### config.mk
export PLATFORM = sky130hd
export DESIGN_NAME = ordered_dither_color_quantizer_unit_flat
export DESIGN_NICKNAME = d
export VERILOG_FILES = /design/src/odq_pkg.sv /design/src/odq_if.sv /design/src/odq_quantize.sv /design/src/ordered_dither_color_quantizer_unit.sv /design/src/flat_wrapper.sv
export SDC_FILE = /design/constraint.sdc
export NUM_CORES = 1
export LEC_CHECK = 0
export ABC_CLOCK_PERIOD_IN_PS = 6300
export BUFFER_PORTS_ARGS = -buffer_cell sky130_fd_sc_hd__buf_2
export CORE_UTILIZATION = 63
export CTS_CLUSTER_SIZE = 8
export DETAILED_ROUTE_END_ITERATION = 8
export PLACE_DENSITY = 0.82
export SLEW_MARGIN = 30
export SYNTH_ARGS = -nofsm -noshare
export SYNTH_HDL_FRONTEND = slang
export SYNTH_HIERARCHICAL = 1
export SYNTH_SLANG_ARGS = --single-unit
### constraint.sdc
create_clock -name clk -period 6.3 [get_ports clk]
set_clock_uncertainty 0.15 [all_clocks]
set_input_delay 0.945 -clock clk [delete_from_list [all_inputs] [get_ports clk]]
set_output_delay 0.945 -clock clk [all_outputs]
set_load 0.02 [all_outputs]
### src/odq_pkg.sv
// ----------------------------------------------------------------------------
// odq_pkg: shared definitions for the ordered-dither color quantizer
// Format codes, register indexes, Bayer and offset tables, channel reduction
// functions and the structs passed between the pipeline and the quantizer.
// ----------------------------------------------------------------------------
package odq_pkg;

  // Channel and field widths.
  localparam int CHAN_W      = 8;
  localparam int PHASE_W     = 2;
  localparam int FMT_W       = 3;
  localparam int OFF_W       = 8;
  localparam int RED_OUT_W   = 6;
  localparam int GREEN_OUT_W = 7;
  localparam int BLUE_OUT_W  = 6;
  localparam int ALPHA_OUT_W = 4;
  localparam int CFG_INDEX_W = 2;
  localparam int CFG_DATA_W  = 8;

  // Pixel format codes.
  localparam logic [FMT_W-1:0] FMT_RGB565      = 3'd0;
  localparam logic [FMT_W-1:0] FMT_RGB555      = 3'd1;
  localparam logic [FMT_W-1:0] FMT_RGB444      = 3'd2;
  localparam logic [FMT_W-1:0] FMT_RGB676      = 3'd3;
  localparam logic [FMT_W-1:0] FMT_RGBA4444    = 3'd4;
  localparam logic [FMT_W-1:0] FMT_RGBA5551    = 3'd5;
  localparam logic [FMT_W-1:0] FMT_RGBA5551_NA = 3'd6;
  localparam logic [FMT_W-1:0] FMT_UNUSED      = 3'd7;

  // Configuration register indexes.
  localparam logic [CFG_INDEX_W-1:0] REG_PIXEL_FORMAT  = 2'd0;
  localparam logic [CFG_INDEX_W-1:0] REG_DITHER_ENABLE = 2'd1;

  // 4x4 Bayer matrix, indexed by {row_phase, column_phase}.
  localparam logic [3:0] BAYER [16] = '{
    4'd0,  4'd12, 4'd2,  4'd14,
    4'd8,  4'd4,  4'd10, 4'd6,
    4'd3,  4'd15, 4'd1,  4'd13,
    4'd11, 4'd7,  4'd9,  4'd5
  };

  // Dither offsets by Bayer entry, one table per target channel depth.
  localparam logic signed [OFF_W-1:0] OFFSET_1BIT [16] = '{
    -8'sd120, -8'sd104, -8'sd88, -8'sd72, -8'sd56, -8'sd40, -8'sd24, -8'sd8,
     8'sd8,    8'sd24,   8'sd40,  8'sd56,  8'sd72,  8'sd88,  8'sd104, 8'sd120
  };
  localparam logic signed [OFF_W-1:0] OFFSET_4BIT [16] = '{
    -8'sd8, -8'sd7, -8'sd6, -8'sd5, -8'sd4, -8'sd3, -8'sd2, -8'sd1,
     8'sd1,  8'sd2,  8'sd3,  8'sd4,  8'sd5,  8'sd6,  8'sd7,  8'sd8
  };
  localparam logic signed [OFF_W-1:0] OFFSET_5BIT [16] = '{
    -8'sd4, -8'sd3, -8'sd3, -8'sd2, -8'sd2, -8'sd1, -8'sd1, 8'sd0,
     8'sd0,  8'sd1,  8'sd1,  8'sd2,  8'sd2,  8'sd3,  8'sd3, 8'sd4
  };
  localparam logic signed [OFF_W-1:0] OFFSET_6BIT [16] = '{
    -8'sd2, -8'sd2, -8'sd1, -8'sd1, -8'sd1, -8'sd1, 8'sd0, 8'sd0,
     8'sd0,  8'sd0,  8'sd1,  8'sd1,  8'sd1,  8'sd1, 8'sd2, 8'sd2
  };

  // Reciprocal of 34 for the 4-bit reduction: floor(x * 241 / 8192) equals
  // floor(x / 34) for every odd x up to 527.
  localparam int RECIP34_W     = 8;
  localparam int RECIP34_SHIFT = 13;
  localparam logic [RECIP34_W-1:0] RECIP34 = 8'd241;

  // Four clamped channel values of one pixel.
  typedef struct packed {
    logic [CHAN_W-1:0] red;
    logic [CHAN_W-1:0] green;
    logic [CHAN_W-1:0] blue;
    logic [CHAN_W-1:0] alpha;
  } chan_t;

  // Reduced result fields of one pixel.
  typedef struct packed {
    logic [RED_OUT_W-1:0]   red;
    logic [GREEN_OUT_W-1:0] green;
    logic [BLUE_OUT_W-1:0]  blue;
    logic [ALPHA_OUT_W-1:0] alpha;
  } result_t;

  // Reduce to 7 bits: (i - (i >> 7)) >> 1.
  function automatic logic [6:0] to7(input logic [CHAN_W-1:0] i);
    logic [CHAN_W-1:0] t;
    t = i - {7'd0, i[7]};
    return t[7:1];
  endfunction

  // Reduce to 6 bits: (i - (i >> 6) + 1) >> 2. The sum never exceeds 253.
  function automatic logic [5:0] to6(input logic [CHAN_W-1:0] i);
    logic [CHAN_W-1:0] t;
    t = i - {6'd0, i[7:6]} + 8'd1;
    return t[7:2];
  endfunction

  // Reduce to 5 bits: (i - (i >> 5) + 3) >> 3. The sum never exceeds 251.
  function automatic logic [4:0] to5(input logic [CHAN_W-1:0] i);
    logic [CHAN_W-1:0] t;
    t = i - {5'd0, i[7:5]} + 8'd3;
    return t[7:3];
  endfunction

  // Reduce to 4 bits: ((2i + 17) * 15) / 510, which is (2i + 17) / 34.
  function automatic logic [3:0] to4(input logic [CHAN_W-1:0] i);
    logic [9:0]  x;
    logic [16:0] p;
    x = {1'b0, i, 1'b1} + 10'd16;
    p = {7'd0, x} * {9'd0, RECIP34};
    return p[16:RECIP34_SHIFT];
  endfunction

  // Add a signed offset and clamp the sum to 0..255.
  function automatic logic [CHAN_W-1:0] add_clamp(input logic [CHAN_W-1:0] v,
                                                  input logic signed [OFF_W-1:0] off);
    logic [CHAN_W+1:0] s;
    s = {2'b00, v} + {{2{off[OFF_W-1]}}, off};
    if (s[CHAN_W+1]) begin
      return '0;
    end else if (s[CHAN_W]) begin
      return '1;
    end
    return s[CHAN_W-1:0];
  endfunction

endpackage

### src/odq_if.sv
// ----------------------------------------------------------------------------
// odq_if: stream channels of the ordered-dither color quantizer
// Pixel input channel, result output channel and configuration write channel,
// each with valid and ready and a source and a sink modport.
// ----------------------------------------------------------------------------

// Pixel input channel: one word is one RGBA pixel and its screen phase.
interface odq_pixel_if;
  import odq_pkg::*;

  logic               valid;
  logic               ready;
  logic [CHAN_W-1:0]  red_in;
  logic [CHAN_W-1:0]  green_in;
  logic [CHAN_W-1:0]  blue_in;
  logic [CHAN_W-1:0]  alpha_in;
  logic [PHASE_W-1:0] column_phase;
  logic [PHASE_W-1:0] row_phase;

  modport source (output valid, output red_in, output green_in, output blue_in,
                  output alpha_in, output column_phase, output row_phase,
                  input ready);
  modport sink   (input valid, input red_in, input green_in, input blue_in,
                  input alpha_in, input column_phase, input row_phase,
                  output ready);
endinterface

// Result output channel: one word is one reduced pixel.
interface odq_result_if;
  import odq_pkg::*;

  logic                   valid;
  logic                   ready;
  logic [RED_OUT_W-1:0]   red_out;
  logic [GREEN_OUT_W-1:0] green_out;
  logic [BLUE_OUT_W-1:0]  blue_out;
  logic [ALPHA_OUT_W-1:0] alpha_out;

  modport source (output valid, output red_out, output green_out, output blue_out,
                  output alpha_out, input ready);
  modport sink   (input valid, input red_out, input green_out, input blue_out,
                  input alpha_out, output ready);
endinterface

// Configuration write channel: one word writes one register.
interface odq_cfg_if;
  import odq_pkg::*;

  logic                   valid;
  logic                   ready;
  logic [CFG_INDEX_W-1:0] index;
  logic [CFG_DATA_W-1:0]  data;

  modport source (output valid, output index, output data, input ready);
  modport sink   (input valid, input index, input data, output ready);
endinterface

### src/odq_quantize.sv
// ----------------------------------------------------------------------------
// odq_quantize: per-format channel reduction
// Reduces four clamped 8-bit channels to the bit depths of the selected
// pixel format. Pure combinational logic that feeds the output register.
// ----------------------------------------------------------------------------
module odq_quantize (
  input  logic [odq_pkg::FMT_W-1:0] fmt,
  input  odq_pkg::chan_t            chan,
  output odq_pkg::result_t          res
);
  import odq_pkg::*;

  // Select the reductions of each channel by format; alpha is zero for RGB.
  always_comb begin
    res = '0;
    case (fmt)
      FMT_RGB565: begin
        res.red   = {1'b0, to5(chan.red)};
        res.green = {1'b0, to6(chan.green)};
        res.blue  = {1'b0, to5(chan.blue)};
      end
      FMT_RGB555: begin
        res.red   = {1'b0, to5(chan.red)};
        res.green = {2'b0, to5(chan.green)};
        res.blue  = {1'b0, to5(chan.blue)};
      end
      FMT_RGB444: begin
        res.red   = {2'b0, to4(chan.red)};
        res.green = {3'b0, to4(chan.green)};
        res.blue  = {2'b0, to4(chan.blue)};
      end
      FMT_RGB676: begin
        res.red   = to6(chan.red);
        res.green = to7(chan.green);
        res.blue  = to6(chan.blue);
      end
      FMT_RGBA4444: begin
        res.red   = {2'b0, to4(chan.red)};
        res.green = {3'b0, to4(chan.green)};
        res.blue  = {2'b0, to4(chan.blue)};
        res.alpha = to4(chan.alpha);
      end
      FMT_RGBA5551, FMT_RGBA5551_NA: begin
        res.red   = {1'b0, to5(chan.red)};
        res.green = {2'b0, to5(chan.green)};
        res.blue  = {1'b0, to5(chan.blue)};
        res.alpha = {3'b0, chan.alpha[CHAN_W-1]};
      end
      default: begin
        res = '0;
      end
    endcase
  end

endmodule

### src/ordered_dither_color_quantizer_unit.sv
// ----------------------------------------------------------------------------
// ordered_dither_color_quantizer_unit: Bayer 4x4 dither and color reduction
// Three-stage pixel pipeline that reduces RGBA8888 pixels to 565, 555, 444,
// 676, 4444 or 5551 formats, with optional ordered dither for 565, 4444 and 5551.
// ----------------------------------------------------------------------------
// The unit takes one pixel word per clock while the output side does not
// stall and returns one result word per pixel, in order. Stage one looks up
// the Bayer entry and the dither offsets, stage two adds and clamps, stage
// three reduces each channel into the output register. Each stage has its own
// valid bit and holds its word while the stage after it is full, so bubbles
// close up and a stall drops nothing. The format and dither registers are
// sampled when a pixel is taken and must be written only while the pipeline
// is empty; the configuration channel is always ready. Format code seven
// returns an all-zero result.
module ordered_dither_color_quantizer_unit (
  input logic         clk,
  input logic         rst,
  odq_cfg_if.sink     cfg,
  odq_pixel_if.sink   pixel,
  odq_result_if.source result
);
  import odq_pkg::*;

  // Configuration registers.
  logic [FMT_W-1:0] pixel_format;
  logic             dither_enable;

  // Stage one: inputs and selected offsets.
  logic                    valid1;
  chan_t                   chan1;
  logic signed [OFF_W-1:0] off_red1;
  logic signed [OFF_W-1:0] off_green1;
  logic signed [OFF_W-1:0] off_blue1;
  logic signed [OFF_W-1:0] off_alpha1;
  logic [FMT_W-1:0]        fmt1;

  // Stage two: clamped channels.
  logic             valid2;
  chan_t            chan2;
  logic [FMT_W-1:0] fmt2;

  // Stage three: output register.
  logic    valid3;
  result_t res3;

  // Offset selection and stage readiness.
  logic [3:0]              bayer_entry;
  logic signed [OFF_W-1:0] off_red_next;
  logic signed [OFF_W-1:0] off_green_next;
  logic signed [OFF_W-1:0] off_blue_next;
  logic signed [OFF_W-1:0] off_alpha_next;
  chan_t                   chan2_next;
  result_t                 res3_next;
  logic                    ready1;
  logic                    ready2;
  logic                    ready3;

  // Configuration writes; indexes beyond the list are ignored.
  assign cfg.ready = 1'b1;

  always_ff @(posedge clk) begin
    if (rst) begin
      pixel_format  <= FMT_RGB565;
      dither_enable <= 1'b0;
    end else if (cfg.valid) begin
      if (cfg.index == REG_PIXEL_FORMAT) begin
        pixel_format <= cfg.data[FMT_W-1:0];
      end else if (cfg.index == REG_DITHER_ENABLE) begin
        dither_enable <= cfg.data[0];
      end
    end
  end

  // A stage takes a new word when it is empty or its word moves on.
  assign ready3      = !valid3 || result.ready;
  assign ready2      = !valid2 || ready3;
  assign ready1      = !valid1 || ready2;
  assign pixel.ready = ready1;

  // Bayer entry and per-channel offset for the current format.
  assign bayer_entry = BAYER[{pixel.row_phase, pixel.column_phase}];

  always_comb begin
    off_red_next   = '0;
    off_green_next = '0;
    off_blue_next  = '0;
    off_alpha_next = '0;
    if (dither_enable) begin
      case (pixel_format)
        FMT_RGB565: begin
          off_red_next   = OFFSET_5BIT[bayer_entry];
          off_green_next = OFFSET_6BIT[bayer_entry];
          off_blue_next  = OFFSET_5BIT[bayer_entry];
        end
        FMT_RGBA4444: begin
          off_red_next   = OFFSET_4BIT[bayer_entry];
          off_green_next = OFFSET_4BIT[bayer_entry];
          off_blue_next  = OFFSET_4BIT[bayer_entry];
          off_alpha_next = OFFSET_4BIT[bayer_entry];
        end
        FMT_RGBA5551: begin
          off_red_next   = OFFSET_5BIT[bayer_entry];
          off_green_next = OFFSET_5BIT[bayer_entry];
          off_blue_next  = OFFSET_5BIT[bayer_entry];
          off_alpha_next = OFFSET_1BIT[bayer_entry];
        end
        FMT_RGBA5551_NA: begin
          off_red_next   = OFFSET_5BIT[bayer_entry];
          off_green_next = OFFSET_5BIT[bayer_entry];
          off_blue_next  = OFFSET_5BIT[bayer_entry];
        end
        default: begin
          off_red_next = '0;
        end
      endcase
    end
  end

  // Stage one register.
  always_ff @(posedge clk) begin
    if (rst) begin
      valid1 <= 1'b0;
    end else if (ready1) begin
      valid1 <= pixel.valid;
    end
  end

  always_ff @(posedge clk) begin
    if (ready1 && pixel.valid) begin
      chan1.red   <= pixel.red_in;
      chan1.green <= pixel.green_in;
      chan1.blue  <= pixel.blue_in;
      chan1.alpha <= pixel.alpha_in;
      off_red1    <= off_red_next;
      off_green1  <= off_green_next;
      off_blue1   <= off_blue_next;
      off_alpha1  <= off_alpha_next;
      fmt1        <= pixel_format;
    end
  end

  // Stage two: add the offsets and clamp to the 8-bit range.
  always_comb begin
    chan2_next.red   = add_clamp(chan1.red, off_red1);
    chan2_next.green = add_clamp(chan1.green, off_green1);
    chan2_next.blue  = add_clamp(chan1.blue, off_blue1);
    chan2_next.alpha = add_clamp(chan1.alpha, off_alpha1);
  end

  always_ff @(posedge clk) begin
    if (rst) begin
      valid2 <= 1'b0;
    end else if (ready2) begin
      valid2 <= valid1;
    end
  end

  always_ff @(posedge clk) begin
    if (ready2 && valid1) begin
      chan2 <= chan2_next;
      fmt2  <= fmt1;
    end
  end

  // Stage three: reduce each channel into the output register.
  odq_quantize u_quantize (
    .fmt  (fmt2),
    .chan (chan2),
    .res  (res3_next)
  );

  always_ff @(posedge clk) begin
    if (rst) begin
      valid3 <= 1'b0;
    end else if (ready3) begin
      valid3 <= valid2;
    end
  end

  always_ff @(posedge clk) begin
    if (ready3 && valid2) begin
      res3 <= res3_next;
    end
  end

  // Result channel.
  assign result.valid     = valid3;
  assign result.red_out   = res3.red;
  assign result.green_out = res3.green;
  assign result.blue_out  = res3.blue;
  assign result.alpha_out = res3.alpha;

`ifndef ASSERT_OFF
  // A taken pixel always lands in stage one.
  a_take_fills_stage1: assert property (@(posedge clk) disable iff (rst)
    (pixel.valid && pixel.ready) |=> valid1)
    else $error("taken pixel did not reach stage one");

  // A word in stage two that cannot move keeps stage three full.
  a_stall_holds: assert property (@(posedge clk) disable iff (rst)
    (valid2 && !ready2) |-> (valid3 && !result.ready))
    else $error("stage two stalled while stage three could move");

  // The unused format code gives an all-zero result.
  a_unused_zero: assert property (@(posedge clk) disable iff (rst)
    (ready3 && valid2 && fmt2 == FMT_UNUSED) |=> (res3 == '0))
    else $error("unused format produced a nonzero result");

  // RGB formats return zero alpha.
  a_rgb_no_alpha: assert property (@(posedge clk) disable iff (rst)
    (ready3 && valid2 && (fmt2 == FMT_RGB565 || fmt2 == FMT_RGB555 ||
                          fmt2 == FMT_RGB444 || fmt2 == FMT_RGB676))
    |=> (res3.alpha == '0))
    else $error("RGB format produced nonzero alpha");
`endif

endmodule

### src/flat_wrapper.sv
// flat-port wrapper written by rule: the top's interface ports become plain ports
module ordered_dither_color_quantizer_unit_flat import odq_pkg::*;
  (clk, rst, cfg_valid, cfg_index, cfg_data, cfg_ready, pixel_valid, pixel_red_in, pixel_green_in, pixel_blue_in, pixel_alpha_in, pixel_column_phase, pixel_row_phase, pixel_ready, result_valid, result_red_out, result_green_out, result_blue_out, result_alpha_out, result_ready);
  odq_cfg_if cfg_i ();
  odq_pixel_if pixel_i ();
  odq_result_if result_i ();
  input logic clk;
  input logic rst;
  input wire logic [$bits(cfg_i.valid)-1:0] cfg_valid;
  input wire logic [$bits(cfg_i.index)-1:0] cfg_index;
  input wire logic [$bits(cfg_i.data)-1:0] cfg_data;
  output wire logic [$bits(cfg_i.ready)-1:0] cfg_ready;
  input wire logic [$bits(pixel_i.valid)-1:0] pixel_valid;
  input wire logic [$bits(pixel_i.red_in)-1:0] pixel_red_in;
  input wire logic [$bits(pixel_i.green_in)-1:0] pixel_green_in;
  input wire logic [$bits(pixel_i.blue_in)-1:0] pixel_blue_in;
  input wire logic [$bits(pixel_i.alpha_in)-1:0] pixel_alpha_in;
  input wire logic [$bits(pixel_i.column_phase)-1:0] pixel_column_phase;
  input wire logic [$bits(pixel_i.row_phase)-1:0] pixel_row_phase;
  output wire logic [$bits(pixel_i.ready)-1:0] pixel_ready;
  output wire logic [$bits(result_i.valid)-1:0] result_valid;
  output wire logic [$bits(result_i.red_out)-1:0] result_red_out;
  output wire logic [$bits(result_i.green_out)-1:0] result_green_out;
  output wire logic [$bits(result_i.blue_out)-1:0] result_blue_out;
  output wire logic [$bits(result_i.alpha_out)-1:0] result_alpha_out;
  input wire logic [$bits(result_i.ready)-1:0] result_ready;
  assign cfg_i.valid = cfg_valid;
  assign cfg_i.index = cfg_index;
  assign cfg_i.data = cfg_data;
  assign cfg_ready = cfg_i.ready;
  assign pixel_i.valid = pixel_valid;
  assign pixel_i.red_in = pixel_red_in;
  assign pixel_i.green_in = pixel_green_in;
  assign pixel_i.blue_in = pixel_blue_in;
  assign pixel_i.alpha_in = pixel_alpha_in;
  assign pixel_i.column_phase = pixel_column_phase;
  assign pixel_i.row_phase = pixel_row_phase;
  assign pixel_ready = pixel_i.ready;
  assign result_valid = result_i.valid;
  assign result_red_out = result_i.red_out;
  assign result_green_out = result_i.green_out;
  assign result_blue_out = result_i.blue_out;
  assign result_alpha_out = result_i.alpha_out;
  assign result_i.ready = result_ready;
  ordered_dither_color_quantizer_unit u_core (.clk(clk), .rst(rst), .cfg(cfg_i), .pixel(pixel_i), .result(result_i));
endmodule
Word-level counts from Yosys, hierarchy flattened

Memories as Yosys holds them, arrays and structs flattened.
Cells that the tools add are included.

Register bits: 124
ROM bits: 576
Input bits: 51
Output and inout port bits: 26
Logic and storage cells: 121
Memories kept: 5

Add/sub/neg operators: 21
Multiply operators: 4
$lt $le $gt $ge: 2
Equality and inequality tests: 10
Mux-type cells: 35
Bitwise operators: 3
Reduce and logical (&&, ||, !) cells: 19

Memory list:

| name             | words | bits a word | read ports | clocked after memory_dff | wr ports | RTL line                                   | source |
|---|---|---|---|---|---|---|---|
| (name not given) | 16    | 8           | 1          | 0                        | 0        | ordered_dither_color_quantizer_unit.sv:102 | `off_red_next = OFFSET_5BIT[bayer_entry];` |
| (name not given) | 16    | 8           | 1          | 0                        | 0        | ordered_dither_color_quantizer_unit.sv:92  | `off_green_next = OFFSET_6BIT[bayer_entry];` |
| (name not given) | 16    | 8           | 1          | 0                        | 0        | ordered_dither_color_quantizer_unit.sv:98  | `off_blue_next = OFFSET_4BIT[bayer_entry];` |
| (name not given) | 16    | 8           | 1          | 0                        | 0        | ordered_dither_color_quantizer_unit.sv:105 | `off_alpha_next = OFFSET_1BIT[bayer_entry];` |
| (name not given) | 16    | 4           | 1          | 0                        | 0        | ordered_dither_color_quantizer_unit.sv:81  | `assign bayer_entry = BAYER[{pixel.row_phase, pixel.column_phase}];` |

Operators with widths:

| kind                  | count |
|---|---|
| $mux 8                | 20 |
| $pmux 19 s4           | 1 |
| $mul 10x8->17 const B | 4 |
| $add 9x5->10 const B  | 4 |
| $add 9x8->10          | 4 |
| $pmux 8 s2            | 2 |
| $add 8x1->8 const B   | 3 |
| $add 8x2->8 const B   | 3 |
| $pmux 8 s3            | 1 |
| $sub 8x2->8           | 3 |
| $sub 8x3->8           | 3 |
| $eq 3x3->1 const B    | 6 |
| $ge 5x5->1 const B    | 2 |
| $not 4->5             | 2 |
| $mux 1                | 8 |
| $mux 4                | 2 |
| $pmux 4 s2            | 1 |
| $sub 8x1->8           | 1 |
| $eq 3x2->1 const B    | 2 |
| $logic_not 3->1       | 2 |
| $reduce_or 2->1       | 3 |
| $reduce_or 3->1       | 2 |
| $eq 3x1->1 const B    | 1 |
| $logic_and 1x1->1     | 3 |
| 7 further kinds       | 11 |

Depth between registers and ports, before layout

Gate-level depths: netlist (run 1).

Depth in word-level cells: 9
Depth in mapped cells: 17
Mapped depth without buffers: 16

Modules after synthesis

The synthesis (run 1) kept the hierarchy.

By module, submodules not included:

| module                              | times used | cells each | area an instance (um^2) | seq. area each (um^2) |
|---|---|---|---|---|
| ordered_dither_color_quantizer_unit | 1          | 521        | 6,297.3                 | 3,473.3 |
| odq_quantize                        | 1          | 716        | 6,279.8                 | 0.0 |

Least setup slack after synthesis (run 1)

Ideal clock, no wire load.

Path type: register -> register
Start point: reg u_core/chan2[27] (netlist name)
End point: reg u_core.res3 (netlist bit u_core/result.red_out[3]) (data pin)
Setup time: 135 ps
Arrival time: 4,317 ps
Required time: 6,015 ps
Path slack: 1,698 ps
Cell stages (with the launch flop): 16
Path buffers: 0
Clock period less this slack: 4,602 ps
Path through: edfxtp_1 -> ha_1 -> xnor2_1 -> xnor2_1 -> xor2_1 -> fa_1 -> inv_1 -> ha_1 -> ha_1 -> ha_1 -> and3_1 -> a221oi_2 -> o21ai_2 -> a41o_1 -> or4_1 -> nand3_1

RTL lines:

| item                   | RTL line                                   | source |
|---|---|---|
| from (decl)            | ordered_dither_color_quantizer_unit.sv:39  | `chan_t chan2;` |
| from (signal assigned) | ordered_dither_color_quantizer_unit.sv:160 | `chan2 <= chan2_next;` |
| to (signal assigned)   | ordered_dither_color_quantizer_unit.sv:182 | `res3 <= res3_next;` |
| to (decl)              | ordered_dither_color_quantizer_unit.sv:44  | `result_t res3;` |

==> results.sh, run 1 <==
export IMPL_synth_edf_count=111
export IMPL_synth_fa_ha_area_share_pct=30.7
export IMPL_first_global_vias=9076
export IMPL_synth_mux_area_share_pct=1.13
export IMPL_coreArea_um2=19500
export IMPL_synth_simple_area_share_pct=9.36
export IMPL_dp_hpwl_um=19700
export IMPL_power_mw=4.32
export IMPL_netlist_area_um2=12600
export IMPL_drv_cap=0
export IMPL_ir_worst_vdd_uv=213
export IMPL_crit_chain="inv_1, ha_1, inv_1, xnor2_1, xnor2_1, fa_1, inv_1, ha_1, ha_1, ha_1, a21o_1, a21oi_1, o21ai_0, a21oi_1, xor2_1, o221ai_1"
export IMPL_antenna_found_initial=0
export IMPL_ioPinCount=77
export IMPL_grt_start_max_net_pins=54
export IMPL_ant_nets=0
export IMPL_firstDrtPassIters=8
export IMPL_cts_tree="yes"
export IMPL_multi_input_area_um2=8450
export IMPL_drt_initial_drc_count=612
export IMPL_n_fill_cell=1392
export IMPL_synthArstFlopShare_pct=0
export IMPL_ys_seq_area_share_pct=27.6
export IMPL_clockBufferDepth=2
export IMPL_dieArea_um2=20500
export IMPL_yosysWarnings=6
export IMPL_clk_latency_ns=0.43
export IMPL_drive_gt1_share_pct=11.2
export IMPL_hp_class="reg -> reg"
export IMPL_vias=9262
export IMPL_hold_violations=0
export IMPL_tns_ns=0
export IMPL_synth_xor_xnor_area_share_pct=9.90
export IMPL_overflow=0
export IMPL_syn_num_nets=1562
export IMPL_maxSlewHeadroom_pct=42.7
export IMPL_area_growth_pct=10.4
export IMPL_worst_path_most_repeated_cell="ha_1"
export IMPL_viasPerCell=5.81
export IMPL_synth_top_family_by_area="adder cells"
export IMPL_yosysUniqueCellTypes=85
export IMPL_start_util_pct=64.4
export IMPL_cp_data_required_time_ns=6.28
export IMPL_cts_htree_levels=4
export IMPL_finalWeightedCongestion=0.897
export IMPL_wirelength_um=25500
export IMPL_slew_violations=0
export IMPL_io_buffers=70
export IMPL_synth_compound_gate_area_share_pct=15.9
export IMPL_ys_flop_type="edfxtp_1"
export IMPL_hold_buffers=0
export IMPL_fmaxAchievable_mhz=194
export IMPL_clkTransAtPathRegs_ns=0.07
export IMPL_crit_path_max_incr_delay_ns=0.64
export IMPL_post_route_drc_count=0
export IMPL_core_rowCount=51
export IMPL_crit_type="reg -> reg"
export IMPL_grt_first_pass_wirelength_um=42100
export IMPL_setup_violations=0
export IMPL_worstSetupEndpointType="flop"
export IMPL_die_w_um=143
export IMPL_antennaDiodeCount=0
export IMPL_powerDensity_nw_per_um2=311
export IMPL_track_usage_pct=26.1
export IMPL_cts_made_buffers=17
export IMPL_worst_pin_slew_ns=0.853
export IMPL_syn_area_per_cell_um2=10.2
export IMPL_synth_seq_cells=118
export IMPL_worst_endpoint_arrival_ns=5.14
export IMPL_p_leak_nw=6.40
export IMPL_ctsRootBufferMaster="clkbuf_16"
export IMPL_nets=1640
export IMPL_startpoint_type="flop"
export IMPL_post_route_period_util_pct=81.8
export IMPL_cp_slowest_cell="edfxtp_1"
export IMPL_cts_setup_buffers=0
export IMPL_post_cts_resized=0
export IMPL_clock_sinks=118
export IMPL_outcome="completed"
export IMPL_crit_fanout=11
export IMPL_fin_crit_ns=5.15
export IMPL_die_h_um=143
export IMPL_synth_cells=1237
export IMPL_routedWlPerCell_um=16.0
export IMPL_seqCellArea_um2=3470
export IMPL_rsz0062_at_grt="false"
-- synth_stat cells (8+ instances only) --
cell type / instances / area [um2]
a211oi_1: 15 / 113
or3_1: 11 / 68.8
nor3_1: 14 / 70.1
xor2_1: 55 / 482
xnor2_1: 76 / 666
o211ai_1: 21 / 158
inv_1: 154 / 578
o21bai_1: 16 / 120
buf_2: 9 / 45.0
a21o_1: 23 / 173
ha_1: 225 / 2820
nand3_1: 16 / 80.1
a22oi_1: 8 / 60.1
fa_1: 49 / 981
nand2_1: 48 / 180
nor2_1: 68 / 255
a21oi_1: 80 / 400
o21ai_0: 27 / 135
mux2i_1: 12 / 120
o31ai_1: 9 / 67.6
nor2b_1: 19 / 119
o22ai_1: 19 / 119
nand2b_1: 16 / 100
edfxtp_1: 111 / 3330
-- kinds of logic after synthesis --
logic type               Yosys count
AO/OA/AOI/OAI                    282
adder cells (fa/ha/maj)          280
AND/OR/NAND/NOR                  230
buffers and inverters            175
XOR/XNOR                         137
flip-flops                       118
multiplexers                      14
other                              1
-- final cells by class --
cell class                      count  area share [%]
Sequential cell                   118            25.0
Clock inverter                     14            1.26
Clock buffer                       18            3.09
Tap cell                          265            2.39
Multi-Input combinational cell    944            60.8
Inverter                          156            4.22
Timing Repair Buffer               78            3.21
-- layout by cell type (no fill, tap or decap), types with 5 or more instances in the layout --
cell type  Yosys  routed
nand3_1       16      16
a211oi_1      15      15
maj3_1         6       6
a22oi_1        8       8
a21oi_1       80      80
nor2_1        68      68
nor3_1        14      14
o22ai_1       19      19
a21o_1        23      23
xor2_1        55      55
o21ai_0       27      27
nor2b_1       19      18
or3_1         11      11
nand2_1       48      48
o21ai_1        6       6
buf_2          9      70
o31ai_1        9       9
edfxtp_1     111     111
xnor2_1       76      76
nand2b_1      16      16
inv_1        154     154
o211ai_1      21      21
buf_4          2       5
mux2i_1       12      12
dfxtp_1        7       7
fa_1          49      49
clkbuf_16      0      17
nand4b_1       7       7
o21bai_1      16      16
ha_1         225     225
-- power by group --
| part | switching [mW] | internal, mW |
|---|---|---|
| clock | 0.380 | 0.626 |
| sequential | 0.0537 | 0.945 |
| combinational | 1.27 | 1.05 |
-- flip-flops by register name (all words and copies together), names as in the netlist, 3 cells and up --
signal,cells
u_core/chan2,32
u_core/result.red_out,6
u_core/off_alpha1,8
u_core/chan1,32
u_core/off_green1,5
u_core/off_blue1,5
u_core/result.alpha_out,4
u_core/fmt1,3
u_core/pixel_format,3
u_core/result.blue_out,6
u_core/result.green_out,7
u_core/fmt2,3
-- per-layer routing --
layer,routed length (um),vias to the layer above,track usage [%]
met3,1290,56,4.13
li1,-,4585,-
met2,12300,286,44.6
met4,597,0,10.1
met1,11400,4335,33.3
met5,0,-,0
-- critical path: cells and delay by family, from the launching register on --
family	cells	cell delay, ns
AO/OA/AOI/OAI	5	0.95
XOR/XNOR	3	0.66
adder cells (fa/ha/maj)	5	1.96
buffers and inverters	3	0.48
flip-flops	1	0.64
-- stage by stage --
stage | worst slack, ns | hold slack (ns) | utilization, % | instance area, um2 | std cells
2_1_floorplan | 1.70 | 0.250 | - | 12600 | 1237
3_3_place_gp | 1.45 | 0.257 | 67.7 | 13200 | 1558
3_5_place_dp | 1.32 | 0.266 | 68.0 | 13300 | 1560
4_1_cts | 1.20 | 0.269 | 71.1 | 13900 | 1592
5_1_grt | 0.873 | 0.277 | 71.1 | 13900 | 1593
6_report | 1.15 | 0.269 | 71.1 | 13900 | 1593
-- path summary, 6_finish.rpt --
path | cells past startpoint | startpoint | to | slack (ns)
worst max-delay path | 16 | u_core/chan2[19] | u_core/result.green_out[1] | 1.15
worst min-delay path | 0 | u_core/fmt1[1] | u_core/fmt2[1] | 0.27
worst max register to register | 16 | u_core/chan2[19] | u_core/result.green_out[1] | 1.15
worst min register to register | 0 | u_core/fmt1[1] | u_core/fmt2[1] | 0.27
(Power assumes the default switching activity.)
==> inputs of run 2 (changes only) <==
- ABC_CLOCK_PERIOD_IN_PS: 6300 -> 4700
- CORE_UTILIZATION: 63 -> 57
- PLACE_DENSITY: 0.82 -> 0.78
- clock period: 6.3 -> 4.7 ns (I/O delays scaled with it)
==> run 2 against run 1 <==
Effect of this change: fmax increased by 14%; clock power increased by 32%; utilization decreased by 4.8 points; cell count increased by 2.6%; global-route usage decreased by 2.5 points; clock-buffer cell count decreased by 1; via count decreased by 0.14%; final area increased by 2.0%; power increased by 36%; sequential share of layout area decreased by 0.48 points; critical endpoint is now u_core/result.green_out[2]; largest cell class unchanged; largest power group unchanged; highest routed layer unchanged.
==> results.sh, run 2 (same netlist as run 1, synthesis figures left out) <==
export IMPL_cts_made_buffers=17
export IMPL_maxSlewHeadroom_pct=46.6
export IMPL_firstDrtPassIters=5
export IMPL_pre_cts_slack_ns=0.119
export IMPL_clockBufferDepth=2
export IMPL_io_buffers=70
export IMPL_crit_path_max_incr_delay_ns=0.53
export IMPL_dieArea_um2=22700
export IMPL_fmaxAchievable_mhz=222
export IMPL_routedWlPerCell_um=15.6
export IMPL_largest_registers="u_core/chan1 x32, u_core/chan2 x32, u_core/off_alpha1 x8"
export IMPL_track_usage_pct=23.6
export IMPL_seqCellArea_um2=3470
export IMPL_crit_type="reg -> reg"
export IMPL_cts_tree="yes"
export IMPL_die_h_um=151
export IMPL_core_rowCount=53
export IMPL_clk_latency_ns=0.42
export IMPL_n_fill_cell=1652
export IMPL_grt_start_max_net_pins=54
export IMPL_setup_violations=0
export IMPL_wirelength_um=25500
export IMPL_highest_layer="met4"
export IMPL_ctsRootBufferMaster="clkbuf_16"
export IMPL_dp_hpwl_um=20100
export IMPL_slew_violations=0
export IMPL_start_util_pct=58.9
export IMPL_finish_instance_area_um2=14200
export IMPL_finalWeightedCongestion=0.890
export IMPL_cp_data_required_time_ns=4.70
export IMPL_pwr_share_comb_pct=54.6
export IMPL_clock_sinks=118
export IMPL_layout_common_cells="225 x ha_1, 153 x inv_1, 111 x edfxtp_1"
export IMPL_vias=9249
export IMPL_antennaDiodeCount=0
export IMPL_crit_chain="buf_4, fa_1, inv_1, fa_1, inv_1, fa_1, ha_1, ha_1, or3_1, o32ai_2, nor3_1, a2111oi_4, xor2_1, o21ai_1"
export IMPL_hp_class="reg -> reg"
export IMPL_final_common_cell="ha_1"
export IMPL_worst_path_most_repeated_cell="fa_1"
export IMPL_clockPowerShare_pct=22.7
export IMPL_power_switching_mw=2.30
export IMPL_die_w_um=151
export IMPL_antenna_found_initial=0
export IMPL_intPower_mw=3.56
export IMPL_viasPerCell=5.66
export IMPL_met2_wirelength_um=12200
export IMPL_worst_endpoint_arrival_ns=4.51
export IMPL_cp_slowest_cell="fa_1"
export IMPL_p_seq_share_pct=22.7
export IMPL_grt_first_pass_wirelength_um=42200
export IMPL_drt_initial_drc_count=549
export IMPL_clkTransAtPathRegs_ns=0.06
export IMPL_multi_input_area_um2=8490
export IMPL_area_growth_pct=12.6
export IMPL_drv_cap=0
export IMPL_swShare_pct=39.2
export IMPL_fin_crit_ns=4.51
export IMPL_ir_worst_vdd_uv=244
export IMPL_crit_family="adder cells"
export IMPL_worst_pin_slew_ns=0.799
export IMPL_placed_area_um2=13400
export IMPL_post_route_drc_count=0
export IMPL_powerDensity_nw_per_um2=414
export IMPL_setup_ws_ns=0.187
export IMPL_first_global_vias=8975
export IMPL_coreArea_um2=21400
export IMPL_startpoint_type="flop"
export IMPL_drive_gt1_share_pct=13.7
export IMPL_ant_nets=0
export IMPL_cts_htree_levels=4
export IMPL_cp_buffers_inverters=3
export IMPL_hold_violations=0
export IMPL_outcome="completed"
export IMPL_met3_wirelength_um=886
export IMPL_final_core_utilization_pct=66.3
export IMPL_p_leak_nw=6.57
export IMPL_crit_fanout=4
export IMPL_wl_met1_um=12000
export IMPL_worstSetupEndpointType="flop"
export IMPL_nets=1672
export IMPL_post_route_period_util_pct=96.0
export IMPL_ioPinCount=77
export IMPL_overflow=0
==> run 2: cell types whose count changed in the layout (fill, tap and decap cells not counted), moves of 2 or more <==
| cell | before | now |
|---|---|---|
| xnor2_1 | 76 | 72 |
| xnor2_2 | 3 | 7 |
| clkinv_4 | 2 | 4 |
| buf_4 | 5 | 38 |
==> run 2: metrics by stage <==
step,hold slack (ns),TNS [ns],std cells,power [mW]
6_report,0.279,0,1634,5.86
5_1_grt,0.280,-0.0138,1634,6.40
4_1_cts,0.278,0,1621,5.85
3_5_place_dp,0.265,0,1590,4.47
3_3_place_gp,0.258,0,1589,4.29
2_1_floorplan,0.250,0,1237,3.76
==> run 2: power by group through the flow <==
stage          clock [mW]  sequential (mW)  combinational, mW
2_1_floorplan           0             1.36               2.41
3_3_place_gp            0             1.35               2.94
3_5_place_dp            0             1.36               3.11
4_1_cts              1.35             1.33               3.17
5_1_grt              1.40             1.34               3.66
6_report             1.33             1.33               3.20
==> run 2: cell type report <==
class / count / share of cell area (%)
clock buffers: 17 / 3.00
multi-input cells: 944 / 60.0
well taps: 275 / 2.43
repair buffers: 110 / 4.70
inverters: 156 / 4.13
flip-flops and latches: 118 / 24.5
clock inverters: 14 / 1.25
==> run 2: worst register-to-register path, cell delays in order (launching register included) <==
cell	delay, ns
edfxtp_1	0.41
buf_4	0.18
fa_1	0.53
inv_1	0.05
fa_1	0.50
inv_1	0.06
fa_1	0.47
ha_1	0.31
ha_1	0.26
or3_1	0.33
o32ai_2	0.17
nor3_1	0.15
a2111oi_4	0.43
xor2_1	0.18
o21ai_1	0.07
==> run 2: worst paths after layout <==
path               startpoint                          to  slack (ns)  cells after the start
max          u_core/chan2[17]  u_core/result.green_out[2]        0.19                     14
min            u_core/fmt1[2]              u_core/fmt2[2]        0.28                      0
max reg2reg  u_core/chan2[17]  u_core/result.green_out[2]        0.19                     14
min reg2reg    u_core/fmt1[2]              u_core/fmt2[2]        0.28                      0
==> run 2: what timing repair did <==
action / in CTS / in global routing
hold buffers: 0 / 0
setup endpoints to repair: 0 / 7
resized for setup: 0 / 7
setup buffers: 0 / 12
==> run 2: per-layer routing <==
layer	up-vias	global-route usage, %
met5	-	0
met1	4360	31.5
met4	0	6.77
met3	35	3.70
met2	211	39.6
li1	4643	-
